## src/rtl/core/lsefg_pkg.sv

```systemverilog
// Package for the LED strip effect frame generator: widths, constants, codes.
// Used by the channel interfaces, the top level and the checker.
package lsefg_pkg;

  localparam int NumPixels  = 12;
  localparam int PixW       = 4;
  localparam int PosW       = 5;
  localparam int ModeW      = 3;
  localparam int ChanW      = 8;
  localparam int SolidW     = 32;
  localparam int EffectW    = 24;
  localparam int TickW      = 10;
  localparam int CfgIdxW    = 2;
  localparam int CfgDataW   = 32;

  localparam int WaveLen    = 2 * NumPixels;
  localparam int TailLen    = 8;
  localparam int CometLen   = NumPixels + TailLen;
  localparam int WaveStep   = 40;
  localparam int TailShift  = 5;
  localparam int PulseStep  = 5;
  localparam int PulseTop   = 250;
  localparam int PulseFloor = 5;
  localparam int LevelMax   = 255;
  localparam int IntervalRst = 50;

  typedef enum logic [ModeW-1:0] {
    MODE_OFF   = 3'd0,
    MODE_SOLID = 3'd1,
    MODE_PULSE = 3'd2,
    MODE_WAVE  = 3'd3,
    MODE_COMET = 3'd4
  } mode_e;

  typedef enum logic [CfgIdxW-1:0] {
    REG_MODE     = 2'd0,
    REG_SOLID    = 2'd1,
    REG_EFFECT   = 2'd2,
    REG_INTERVAL = 2'd3
  } cfg_reg_e;

endpackage

```

## src/rtl/core/lsefg_if.sv

```systemverilog
// Valid/ready channel interfaces: millisecond ticks, pixel results, config writes.
// Depends on lsefg_pkg.
interface lsefg_tick_if import lsefg_pkg::*; ();
  logic valid;
  logic ready;
  logic restart;

  modport source (output valid, output restart, input ready);
  modport sink   (input valid, input restart, output ready);
endinterface

interface lsefg_pix_if import lsefg_pkg::*; ();
  logic             valid;
  logic             ready;
  logic [PixW-1:0]  pixel_index;
  logic [ChanW-1:0] red;
  logic [ChanW-1:0] green;
  logic [ChanW-1:0] blue;
  logic [ChanW-1:0] white;
  logic             frame_end;

  modport source (output valid, output pixel_index, output red, output green,
                  output blue, output white, output frame_end, input ready);
  modport sink   (input valid, input pixel_index, input red, input green,
                  input blue, input white, input frame_end, output ready);
endinterface

interface lsefg_cfg_if import lsefg_pkg::*; ();
  logic                valid;
  logic                ready;
  logic [CfgIdxW-1:0]  index;
  logic [CfgDataW-1:0] data;

  modport source (output valid, output index, output data, input ready);
  modport sink   (input valid, input index, input data, output ready);
endinterface

```

## src/rtl/core/led_strip_effect_frame_generator.sv

```systemverilog
// LED strip effect frame generator.
// tick_i carries one beat per millisecond; restart=1 clears the animation
// state and the frame timer and produces nothing. An ordinary tick advances
// the timer; when it reaches frame_interval the animation steps once and a
// frame of NumPixels (12) RGBW beats leaves on pix_o, pixel 0 first, with
// frame_end on the last pixel.
// cfg_i writes mode, solid_color, effect_color and frame_interval by index;
// it is always ready; the user must see that it is written only while no
// frame is in flight, as the block itself does not enforce this. A frame tick
// sets the busy state register, and pixel 0 then reaches pix_o through the
// output register; with pix_o.ready high the pixels follow one per cycle from
// the single pixel shader. tick_i takes a beat every cycle except while the
// frame's pixels are still being shaded, which lasts longer if pix_o stalls.
// A stalled receiver holds the output register; shading pauses behind it.
// Reset initialises all state except the output beat data; frame_interval is 50.
// Depends on lsefg_pkg and lsefg_if.
module led_strip_effect_frame_generator import lsefg_pkg::*; (
  input  logic         clk_i,
  input  logic         rst_ni,
  lsefg_tick_if.sink   tick_i,
  lsefg_cfg_if.sink    cfg_i,
  lsefg_pix_if.source  pix_o
);

  // configuration
  logic [ModeW-1:0]   mode_q;
  logic [SolidW-1:0]  solid_q;
  logic [EffectW-1:0] effect_q;
  logic [TickW-1:0]   interval_q;

  // animation state
  logic [TickW-1:0]   tick_q, tick_d;
  logic [ChanW-1:0]   plvl_q, plvl_d;
  logic               prise_q, prise_d;
  logic [PosW-1:0]    wpos_q, wpos_d;
  logic [PosW-1:0]    cpos_q, cpos_d;

  // frame emission
  logic               busy_q, busy_d;
  logic [PixW-1:0]    pix_q, pix_d;
  logic               ovalid_q, ovalid_d;
  logic [PixW-1:0]    oidx_q;
  logic [ChanW-1:0]   ored_q, ogrn_q, oblu_q, owht_q;
  logic               oend_q;

  logic               tick_acc;
  logic               load_out;
  logic               pix_last;
  logic [TickW-1:0]   tick_inc;
  logic               frame_hit;

  // pixel shader
  logic [ChanW-1:0]   level;
  logic [PosW-1:0]    pix_ext;
  logic [PosW-1:0]    wdist;
  logic [PosW-1:0]    wfold;
  logic [TickW-1:0]   wdrop;
  logic [PosW-1:0]    cdist;
  logic [ChanW-1:0]   sh_r, sh_g, sh_b, sh_w;

  function automatic logic [ChanW-1:0] scale_chan(input logic [ChanW-1:0] c,
                                                   input logic [ChanW-1:0] l);
    logic [2*ChanW-1:0] prod;
    logic [2*ChanW:0]   sum;
    begin
      prod = c * l;
      // exact floor(prod / 255) for any product of two 8-bit values
      sum  = {1'b0, prod} + {9'd0, prod[2*ChanW-1:ChanW]} + 17'd1;
      return sum[2*ChanW-1:ChanW];
    end
  endfunction

  assign tick_i.ready = ~busy_q;
  assign cfg_i.ready  = 1'b1;
  assign tick_acc     = tick_i.valid & ~busy_q;
  assign load_out     = busy_q & (~ovalid_q | pix_o.ready);
  assign pix_last     = (pix_q == PixW'(NumPixels - 1));
  assign tick_inc     = tick_q + TickW'(1);
  assign frame_hit    = (tick_inc >= interval_q);

  // configuration writes
  always_ff @(posedge clk_i or negedge rst_ni) begin
    if (!rst_ni) begin
      mode_q     <= MODE_OFF;
      solid_q    <= '0;
      effect_q   <= '0;
      interval_q <= TickW'(IntervalRst);
    end else if (cfg_i.valid) begin
      unique case (cfg_reg_e'(cfg_i.index))
        REG_MODE:     mode_q     <= cfg_i.data[ModeW-1:0];
        REG_SOLID:    solid_q    <= cfg_i.data[SolidW-1:0];
        REG_EFFECT:   effect_q   <= cfg_i.data[EffectW-1:0];
        REG_INTERVAL: interval_q <= cfg_i.data[TickW-1:0];
        default:      ;
      endcase
    end
  end

  // tick handling, animation step and pixel advance
  always_comb begin
    tick_d  = tick_q;
    plvl_d  = plvl_q;
    prise_d = prise_q;
    wpos_d  = wpos_q;
    cpos_d  = cpos_q;
    busy_d  = busy_q;
    pix_d   = pix_q;
    if (tick_acc) begin
      if (tick_i.restart) begin
        tick_d  = '0;
        plvl_d  = '0;
        prise_d = 1'b1;
        wpos_d  = '0;
        cpos_d  = '0;
      end else if (frame_hit) begin
        tick_d = '0;
        busy_d = 1'b1;
        pix_d  = '0;
        unique case (mode_q)
          MODE_PULSE: begin
            if (prise_q) begin
              plvl_d = plvl_q + ChanW'(PulseStep);
              if (plvl_d >= ChanW'(PulseTop)) prise_d = 1'b0;
            end else begin
              plvl_d = plvl_q - ChanW'(PulseStep);
              if (plvl_d <= ChanW'(PulseFloor)) prise_d = 1'b1;
            end
          end
          MODE_WAVE: begin
            wpos_d = (wpos_q == PosW'(WaveLen - 1)) ? '0 : wpos_q + PosW'(1);
          end
          MODE_COMET: begin
            cpos_d = (cpos_q == PosW'(CometLen - 1)) ? '0 : cpos_q + PosW'(1);
          end
          default: ;
        endcase
      end else begin
        tick_d = tick_inc;
      end
    end else if (load_out) begin
      pix_d = pix_q + PixW'(1);
      if (pix_last) busy_d = 1'b0;
    end
  end

  // level of the pixel being shaded
  always_comb begin
    pix_ext = {1'b0, pix_q};
    wdist   = (wpos_q >= pix_ext) ? (wpos_q - pix_ext) : (pix_ext - wpos_q);
    wfold   = (wdist > PosW'(NumPixels)) ? (PosW'(WaveLen) - wdist) : wdist;
    wdrop   = TickW'(wfold) * TickW'(WaveStep);
    cdist   = cpos_q - pix_ext;
    unique case (mode_q)
      MODE_PULSE: level = plvl_q;
      MODE_WAVE:  level = (wdrop >= TickW'(LevelMax)) ? '0
                        : ChanW'(TickW'(LevelMax) - wdrop);
      MODE_COMET: level = (cpos_q >= pix_ext && cdist < PosW'(TailLen))
                        ? ChanW'(LevelMax) - {cdist[2:0], {TailShift{1'b0}}}
                        : '0;
      default:    level = '0;
    endcase
  end

  always_comb begin
    sh_r = '0;
    sh_g = '0;
    sh_b = '0;
    sh_w = '0;
    unique case (mode_q)
      MODE_SOLID: begin
        sh_r = solid_q[31:24];
        sh_g = solid_q[23:16];
        sh_b = solid_q[15:8];
        sh_w = solid_q[7:0];
      end
      MODE_PULSE, MODE_WAVE, MODE_COMET: begin
        sh_r = scale_chan(effect_q[23:16], level);
        sh_g = scale_chan(effect_q[15:8], level);
        sh_b = scale_chan(effect_q[7:0], level);
      end
      default: ;
    endcase
  end

  always_comb begin
    ovalid_d = ovalid_q;
    if (load_out)         ovalid_d = 1'b1;
    else if (pix_o.ready) ovalid_d = 1'b0;
  end

  always_ff @(posedge clk_i or negedge rst_ni) begin
    if (!rst_ni) begin
      tick_q   <= '0;
      plvl_q   <= '0;
      prise_q  <= 1'b1;
      wpos_q   <= '0;
      cpos_q   <= '0;
      busy_q   <= 1'b0;
      pix_q    <= '0;
      ovalid_q <= 1'b0;
    end else begin
      tick_q   <= tick_d;
      plvl_q   <= plvl_d;
      prise_q  <= prise_d;
      wpos_q   <= wpos_d;
      cpos_q   <= cpos_d;
      busy_q   <= busy_d;
      pix_q    <= pix_d;
      ovalid_q <= ovalid_d;
    end
  end

  // output beat register; hold while stalled
  always_ff @(posedge clk_i) begin
    if (load_out) begin
      oidx_q <= pix_q;
      ored_q <= sh_r;
      ogrn_q <= sh_g;
      oblu_q <= sh_b;
      owht_q <= sh_w;
      oend_q <= pix_last;
    end
  end

  assign pix_o.valid       = ovalid_q;
  assign pix_o.pixel_index = oidx_q;
  assign pix_o.red         = ored_q;
  assign pix_o.green       = ogrn_q;
  assign pix_o.blue        = oblu_q;
  assign pix_o.white       = owht_q;
  assign pix_o.frame_end   = oend_q;

endmodule

```

## src/flat_wrapper.sv

```systemverilog
// flat-port wrapper written by rule: the top's interface ports become plain ports
module led_strip_effect_frame_generator_flat import lsefg_pkg::*;
  (clk_i, rst_ni, tick_i_valid, tick_i_restart, tick_i_ready, cfg_i_valid, cfg_i_index, cfg_i_data, cfg_i_ready, pix_o_valid, pix_o_pixel_index, pix_o_red, pix_o_green, pix_o_blue, pix_o_white, pix_o_frame_end, pix_o_ready);
  lsefg_tick_if tick_i_i ();
  lsefg_cfg_if cfg_i_i ();
  lsefg_pix_if pix_o_i ();
  input  logic clk_i;
  input  logic rst_ni;
  input wire logic [$bits(tick_i_i.valid)-1:0] tick_i_valid;
  input wire logic [$bits(tick_i_i.restart)-1:0] tick_i_restart;
  output wire logic [$bits(tick_i_i.ready)-1:0] tick_i_ready;
  input wire logic [$bits(cfg_i_i.valid)-1:0] cfg_i_valid;
  input wire logic [$bits(cfg_i_i.index)-1:0] cfg_i_index;
  input wire logic [$bits(cfg_i_i.data)-1:0] cfg_i_data;
  output wire logic [$bits(cfg_i_i.ready)-1:0] cfg_i_ready;
  output wire logic [$bits(pix_o_i.valid)-1:0] pix_o_valid;
  output wire logic [$bits(pix_o_i.pixel_index)-1:0] pix_o_pixel_index;
  output wire logic [$bits(pix_o_i.red)-1:0] pix_o_red;
  output wire logic [$bits(pix_o_i.green)-1:0] pix_o_green;
  output wire logic [$bits(pix_o_i.blue)-1:0] pix_o_blue;
  output wire logic [$bits(pix_o_i.white)-1:0] pix_o_white;
  output wire logic [$bits(pix_o_i.frame_end)-1:0] pix_o_frame_end;
  input wire logic [$bits(pix_o_i.ready)-1:0] pix_o_ready;
  assign tick_i_i.valid = tick_i_valid;
  assign tick_i_i.restart = tick_i_restart;
  assign tick_i_ready = tick_i_i.ready;
  assign cfg_i_i.valid = cfg_i_valid;
  assign cfg_i_i.index = cfg_i_index;
  assign cfg_i_i.data = cfg_i_data;
  assign cfg_i_ready = cfg_i_i.ready;
  assign pix_o_valid = pix_o_i.valid;
  assign pix_o_pixel_index = pix_o_i.pixel_index;
  assign pix_o_red = pix_o_i.red;
  assign pix_o_green = pix_o_i.green;
  assign pix_o_blue = pix_o_i.blue;
  assign pix_o_white = pix_o_i.white;
  assign pix_o_frame_end = pix_o_i.frame_end;
  assign pix_o_i.ready = pix_o_ready;
  led_strip_effect_frame_generator u_core (.clk_i(clk_i), .rst_ni(rst_ni), .tick_i(tick_i_i), .cfg_i(cfg_i_i), .pix_o(pix_o_i));
endmodule
```

## config.mk

```make
export PLATFORM = sky130hd
export DESIGN_NAME = led_strip_effect_frame_generator_flat
export DESIGN_NICKNAME = d
export VERILOG_FILES = /design/src/rtl/core/lsefg_pkg.sv /design/src/rtl/core/lsefg_if.sv /design/src/rtl/core/led_strip_effect_frame_generator.sv /design/src/flat_wrapper.sv
export SDC_FILE = /design/constraint.sdc
export NUM_CORES = 1
export LEC_CHECK = 0
export ABC_AREA = 1
export BUFFER_PORTS_ARGS = -buffer_cell sky130_fd_sc_hd__clkbuf_2
export CORE_ASPECT_RATIO = 1.4
export CORE_MARGIN = 2
export CORE_UTILIZATION = 38
export CTS_CLUSTER_DIAMETER = 120
export DETAILED_ROUTE_END_ITERATION = 7
export SYNTH_ARGS = -nofsm -noshare
export SYNTH_HDL_FRONTEND = slang
export SYNTH_SLANG_ARGS = --single-unit
```

## constraint.sdc

```tcl
create_clock -name clk_i -period 11.2 [get_ports clk_i]
set_clock_uncertainty 0.1 [all_clocks]
set_input_delay 0.56 -clock clk_i [delete_from_list [all_inputs] [get_ports clk_i]]
set_output_delay 0.56 -clock clk_i [all_outputs]
set_load 0.03 [all_outputs]
```

==> impl_metrics.ini <==
[clock_network]
cts_resized = 0
htreeDepth = 4
cts_tree = built
clock_latency_ps = 430
cts_buffers = 17
clock_path_buffers = 2
ctsHoldBuffers = 0
cts_setup_buffers = 0
cts-root-buf = clkbuf_16
clkSinkCount = 141
clkSlewWorstSetupHoldPaths_ps = 70

[power]
cellInternalPower_w = 0.00203
p_sw_w = 0.00238
irDropWorstVdd_mv = 0.198
p_leak_nw = 9.57
power_density_nw_per_um2 = 260
switching_share_pct = 54.0
combinationalPowerShare_pct = 68.3
seq_power_share_pct = 17.8
clkPwrFrac_pct = 13.9
totalPowerFinal_w = 0.00440

[grt]
grt_use_met1_pct = 22.0
grt_pass1_vias = 13200
use_met3_pct = 1.79
use_met2_pct = 36.4
grt-busiest-layer = met2
grtUsageTotal_pct = 19.1
antenna_found_initial = 0
grt_overflow = 0
grt_max_degree = 58
grt_pass1_wl_um = 64400

[timing]
finalCritPeriodShare_pct = 89.2
fin_ws_ps = 1210
fin_hold_ws_ps = 52.3
fmax_ghz = 0.100
hold_viol = 0
worstMarginPinSlew_ps = 992
drv_slew = 0
slew_headroom_pct = 33.5
setup_tns_ps = 0
fin_crit_ps = 9990
rsz0062_at_grt = no
setup_violations = 0

[drt]
drt-initial-drc-count = 687
drc = 0
vias = 12900
final_antenna_net_count = 0
drtPass1Iterations = 5
drt-total-wl_um = 39000
viasPerCell = 4.90
detail_route.wl_per_cell_um = 14.8

[placement]
dpl.hpwl_um = 31700
place_worst_setup_slack_ps = 1240
portBuffers = 78
routabilityCongestion = 0.898

[final_layout]
syn2layout_area_growth_pct = 10.5
antenna_cells = 0
layout.nets = 2407
nFillCells = 4171
final_util_pct = 42.2
drive_above_1_share_pct = 9.30

[setup_path]
critPathKind = flop to flop
r2r_start = u_core.pix_q[2]
required_ps = 11290
cp_top_family = adder cells
crit_top_cell = nand2_1
rr_worst_depth = 52
end_kind = flop
critPathArrivalTime_ps = 10080
setup.worst_path.start = u_core.pix_q[2]
critPathBufInv = 9
cp_max_fo = 21
r2r_setup_slack_ps = 1210
timing.rr.end = u_core.pix_o.blue[7]
cp-endpoint = u_core.pix_o.blue[7]
crit_cells = 52
critPathLaunchType = flop
slowest_stage = inv_1
slowest_delay_ps = 630

[synthesis]
synth.yosys.warnings = 0
synth-main-ff-cell = dfrtp_1
syn_area_um2 = 15300
ys_types = 60
syn_avg_cell_area_um2 = 7.56
yosysSeqAreaShare_pct = 24.3
ys_seq_elements = 141
synth_edf_count = 37
async_reset_ff_share_pct = 73.8
synthCells = 2025
syn_nets = 2337

[run_status]
outcome = finished, final reports clean

[worst_hold_path]
holdCritPathClass = input port to asynchronous set/reset pin

[floorplan]
die_x_um = 174
row_count = 87
design.portCount = 80
die_y_um = 241
fp.dieArea_um2 = 41900
initial_core_util_pct = 38.2
coreArea_um2 = 40100

[job]
cap_violations = 0
[final cells by class]
class                           count  area (um^2)  area share (%)
Multi-Input combinational cell   1397         9760            57.7
Sequential cell                   141         3720            22.0
Inverter                          452         1700            10.0
Tap cell                          534          668            3.95
Timing Repair Buffer               86          453            2.68
Clock buffer                       17          425            2.52
Clock inverter                     15          195            1.15
[worst min path at each step]
stage / startpoint / end / slack (ps) / cells after the start
2_1_floorplan: rst_ni / u_core.busy_q / 160 / 0
3_3_place_gp: u_core.pix_q[3] / u_core.pix_o.pixel_index[3] / 360 / 0
3_5_place_dp: u_core.busy_q / u_core.busy_q / 370 / 2
4_1_cts: rst_ni / u_core.solid_q[13] / 70 / 1
5_1_grt: rst_ni / u_core.solid_q[13] / 100 / 1
6_report: rst_ni / u_core.solid_q[13] / 50 / 1
[through the flow]
| step | instances | area, um^2 |
|---|---|---|
| 6_report | 2642 | 16900 |
| 5_1_grt | 2642 | 16900 |
| 4_1_cts | 2642 | 16900 |
| 3_5_place_dp | 2610 | 16300 |
| 3_3_place_gp | 2610 | 16300 |
| 2_1_floorplan | 2025 | 15300 |
[flip-flops by register name (all words and copies together) (netlist names), 3 cells and up]
name,cells
u_core.cpos_q,5
u_core.effect_q,24
u_core.interval_q,10
u_core.mode_q,3
u_core.pix_o.blue,8
u_core.pix_o.green,8
u_core.pix_o.pixel_index,4
u_core.pix_o.red,8
u_core.pix_o.white,8
u_core.pix_q,4
u_core.plvl_q,8
u_core.solid_q,32
u_core.tick_q,10
u_core.wpos_q,5
[kinds of logic (layout without fill, tap and decap cells)]
kind of cell	after synthesis	in the layout	synth area share [%]
AO/OA/AOI/OAI	227	227	8.39
adder cells (fa/ha/maj)	272	272	27.7
multiplexers	8	8	0.588
other	1	1	0.0245
buffers and inverters	487	570	12.1
AND/OR/NAND/NOR	832	832	23.0
XOR/XNOR	57	57	3.87
flip-flops	141	141	24.3
[worst register-to-register path: cells and delay by family, from the launching register on]
kind            cells  cell delay, ps
flops               1             440
buf+inv             9            1170
compound gates      6            1080
simple gates       24            2420
fa+ha+maj          10            4010
xor+xnor            3             520
[layout by cell type, fill, tap and decap left out, types with 28 or more instances in the layout]
| master | n |
|---|---|
| inv_1 | 443 |
| o21ai_0 | 91 |
| dfrtp_1 | 100 |
| nand2_1 | 460 |
| fa_1 | 112 |
| clkbuf_2 | 77 |
| xor2_1 | 37 |
| nor2_1 | 184 |
| edfxtp_1 | 37 |
| a21oi_1 | 67 |
| ha_1 | 160 |
| nor3_1 | 28 |
| nand3_1 | 94 |
[power by group through the flow]
stage	sequential, W	clock, W	combinational, W
global placement	0.000790	0	0.00296
global route	0.000800	0.000640	0.00346
floorplan	0.000867	0	0.00218
CTS	0.000785	0.000623	0.00305
finish	0.000784	0.000612	0.00301
detailed placement	0.000793	0	0.00302
[metal layers]
metal / routed length, um / part of all wire, %
met5: 0 / 0
met1: 16000 / 41
met4: 1370 / 3.5
met3: 1090 / 2.8
met2: 20600 / 53
[cell usage after synthesis (all sizes together), types with 3 or more instances]
cell / n / area [um^2]
a22oi: 3 / 22.5
xor2: 43 / 433
buf: 16 / 91.3
nand3b: 4 / 30.0
nand2: 476 / 1830
o21ai: 111 / 559
o32ai: 8 / 70.1
ha: 160 / 2000
o21a: 3 / 22.5
nor2: 190 / 741
nor4: 3 / 18.8
clkbuf: 19 / 71.3
and3: 4 / 25.0
dfrtp: 100 / 2500
a21boi: 3 / 22.5
xnor2: 13 / 136
o21bai: 8 / 60.1
inv: 452 / 1700
dfstp: 4 / 105
or2: 7 / 43.8
o22ai: 6 / 37.5
edfxtp: 37 / 1110
nand3: 101 / 551
nand4: 11 / 75.1
a21o: 3 / 22.5
nor3: 32 / 175
a21oi: 70 / 362
fa: 112 / 2240
mux2: 8 / 90.1
Power figures use the tool's default switching activity.
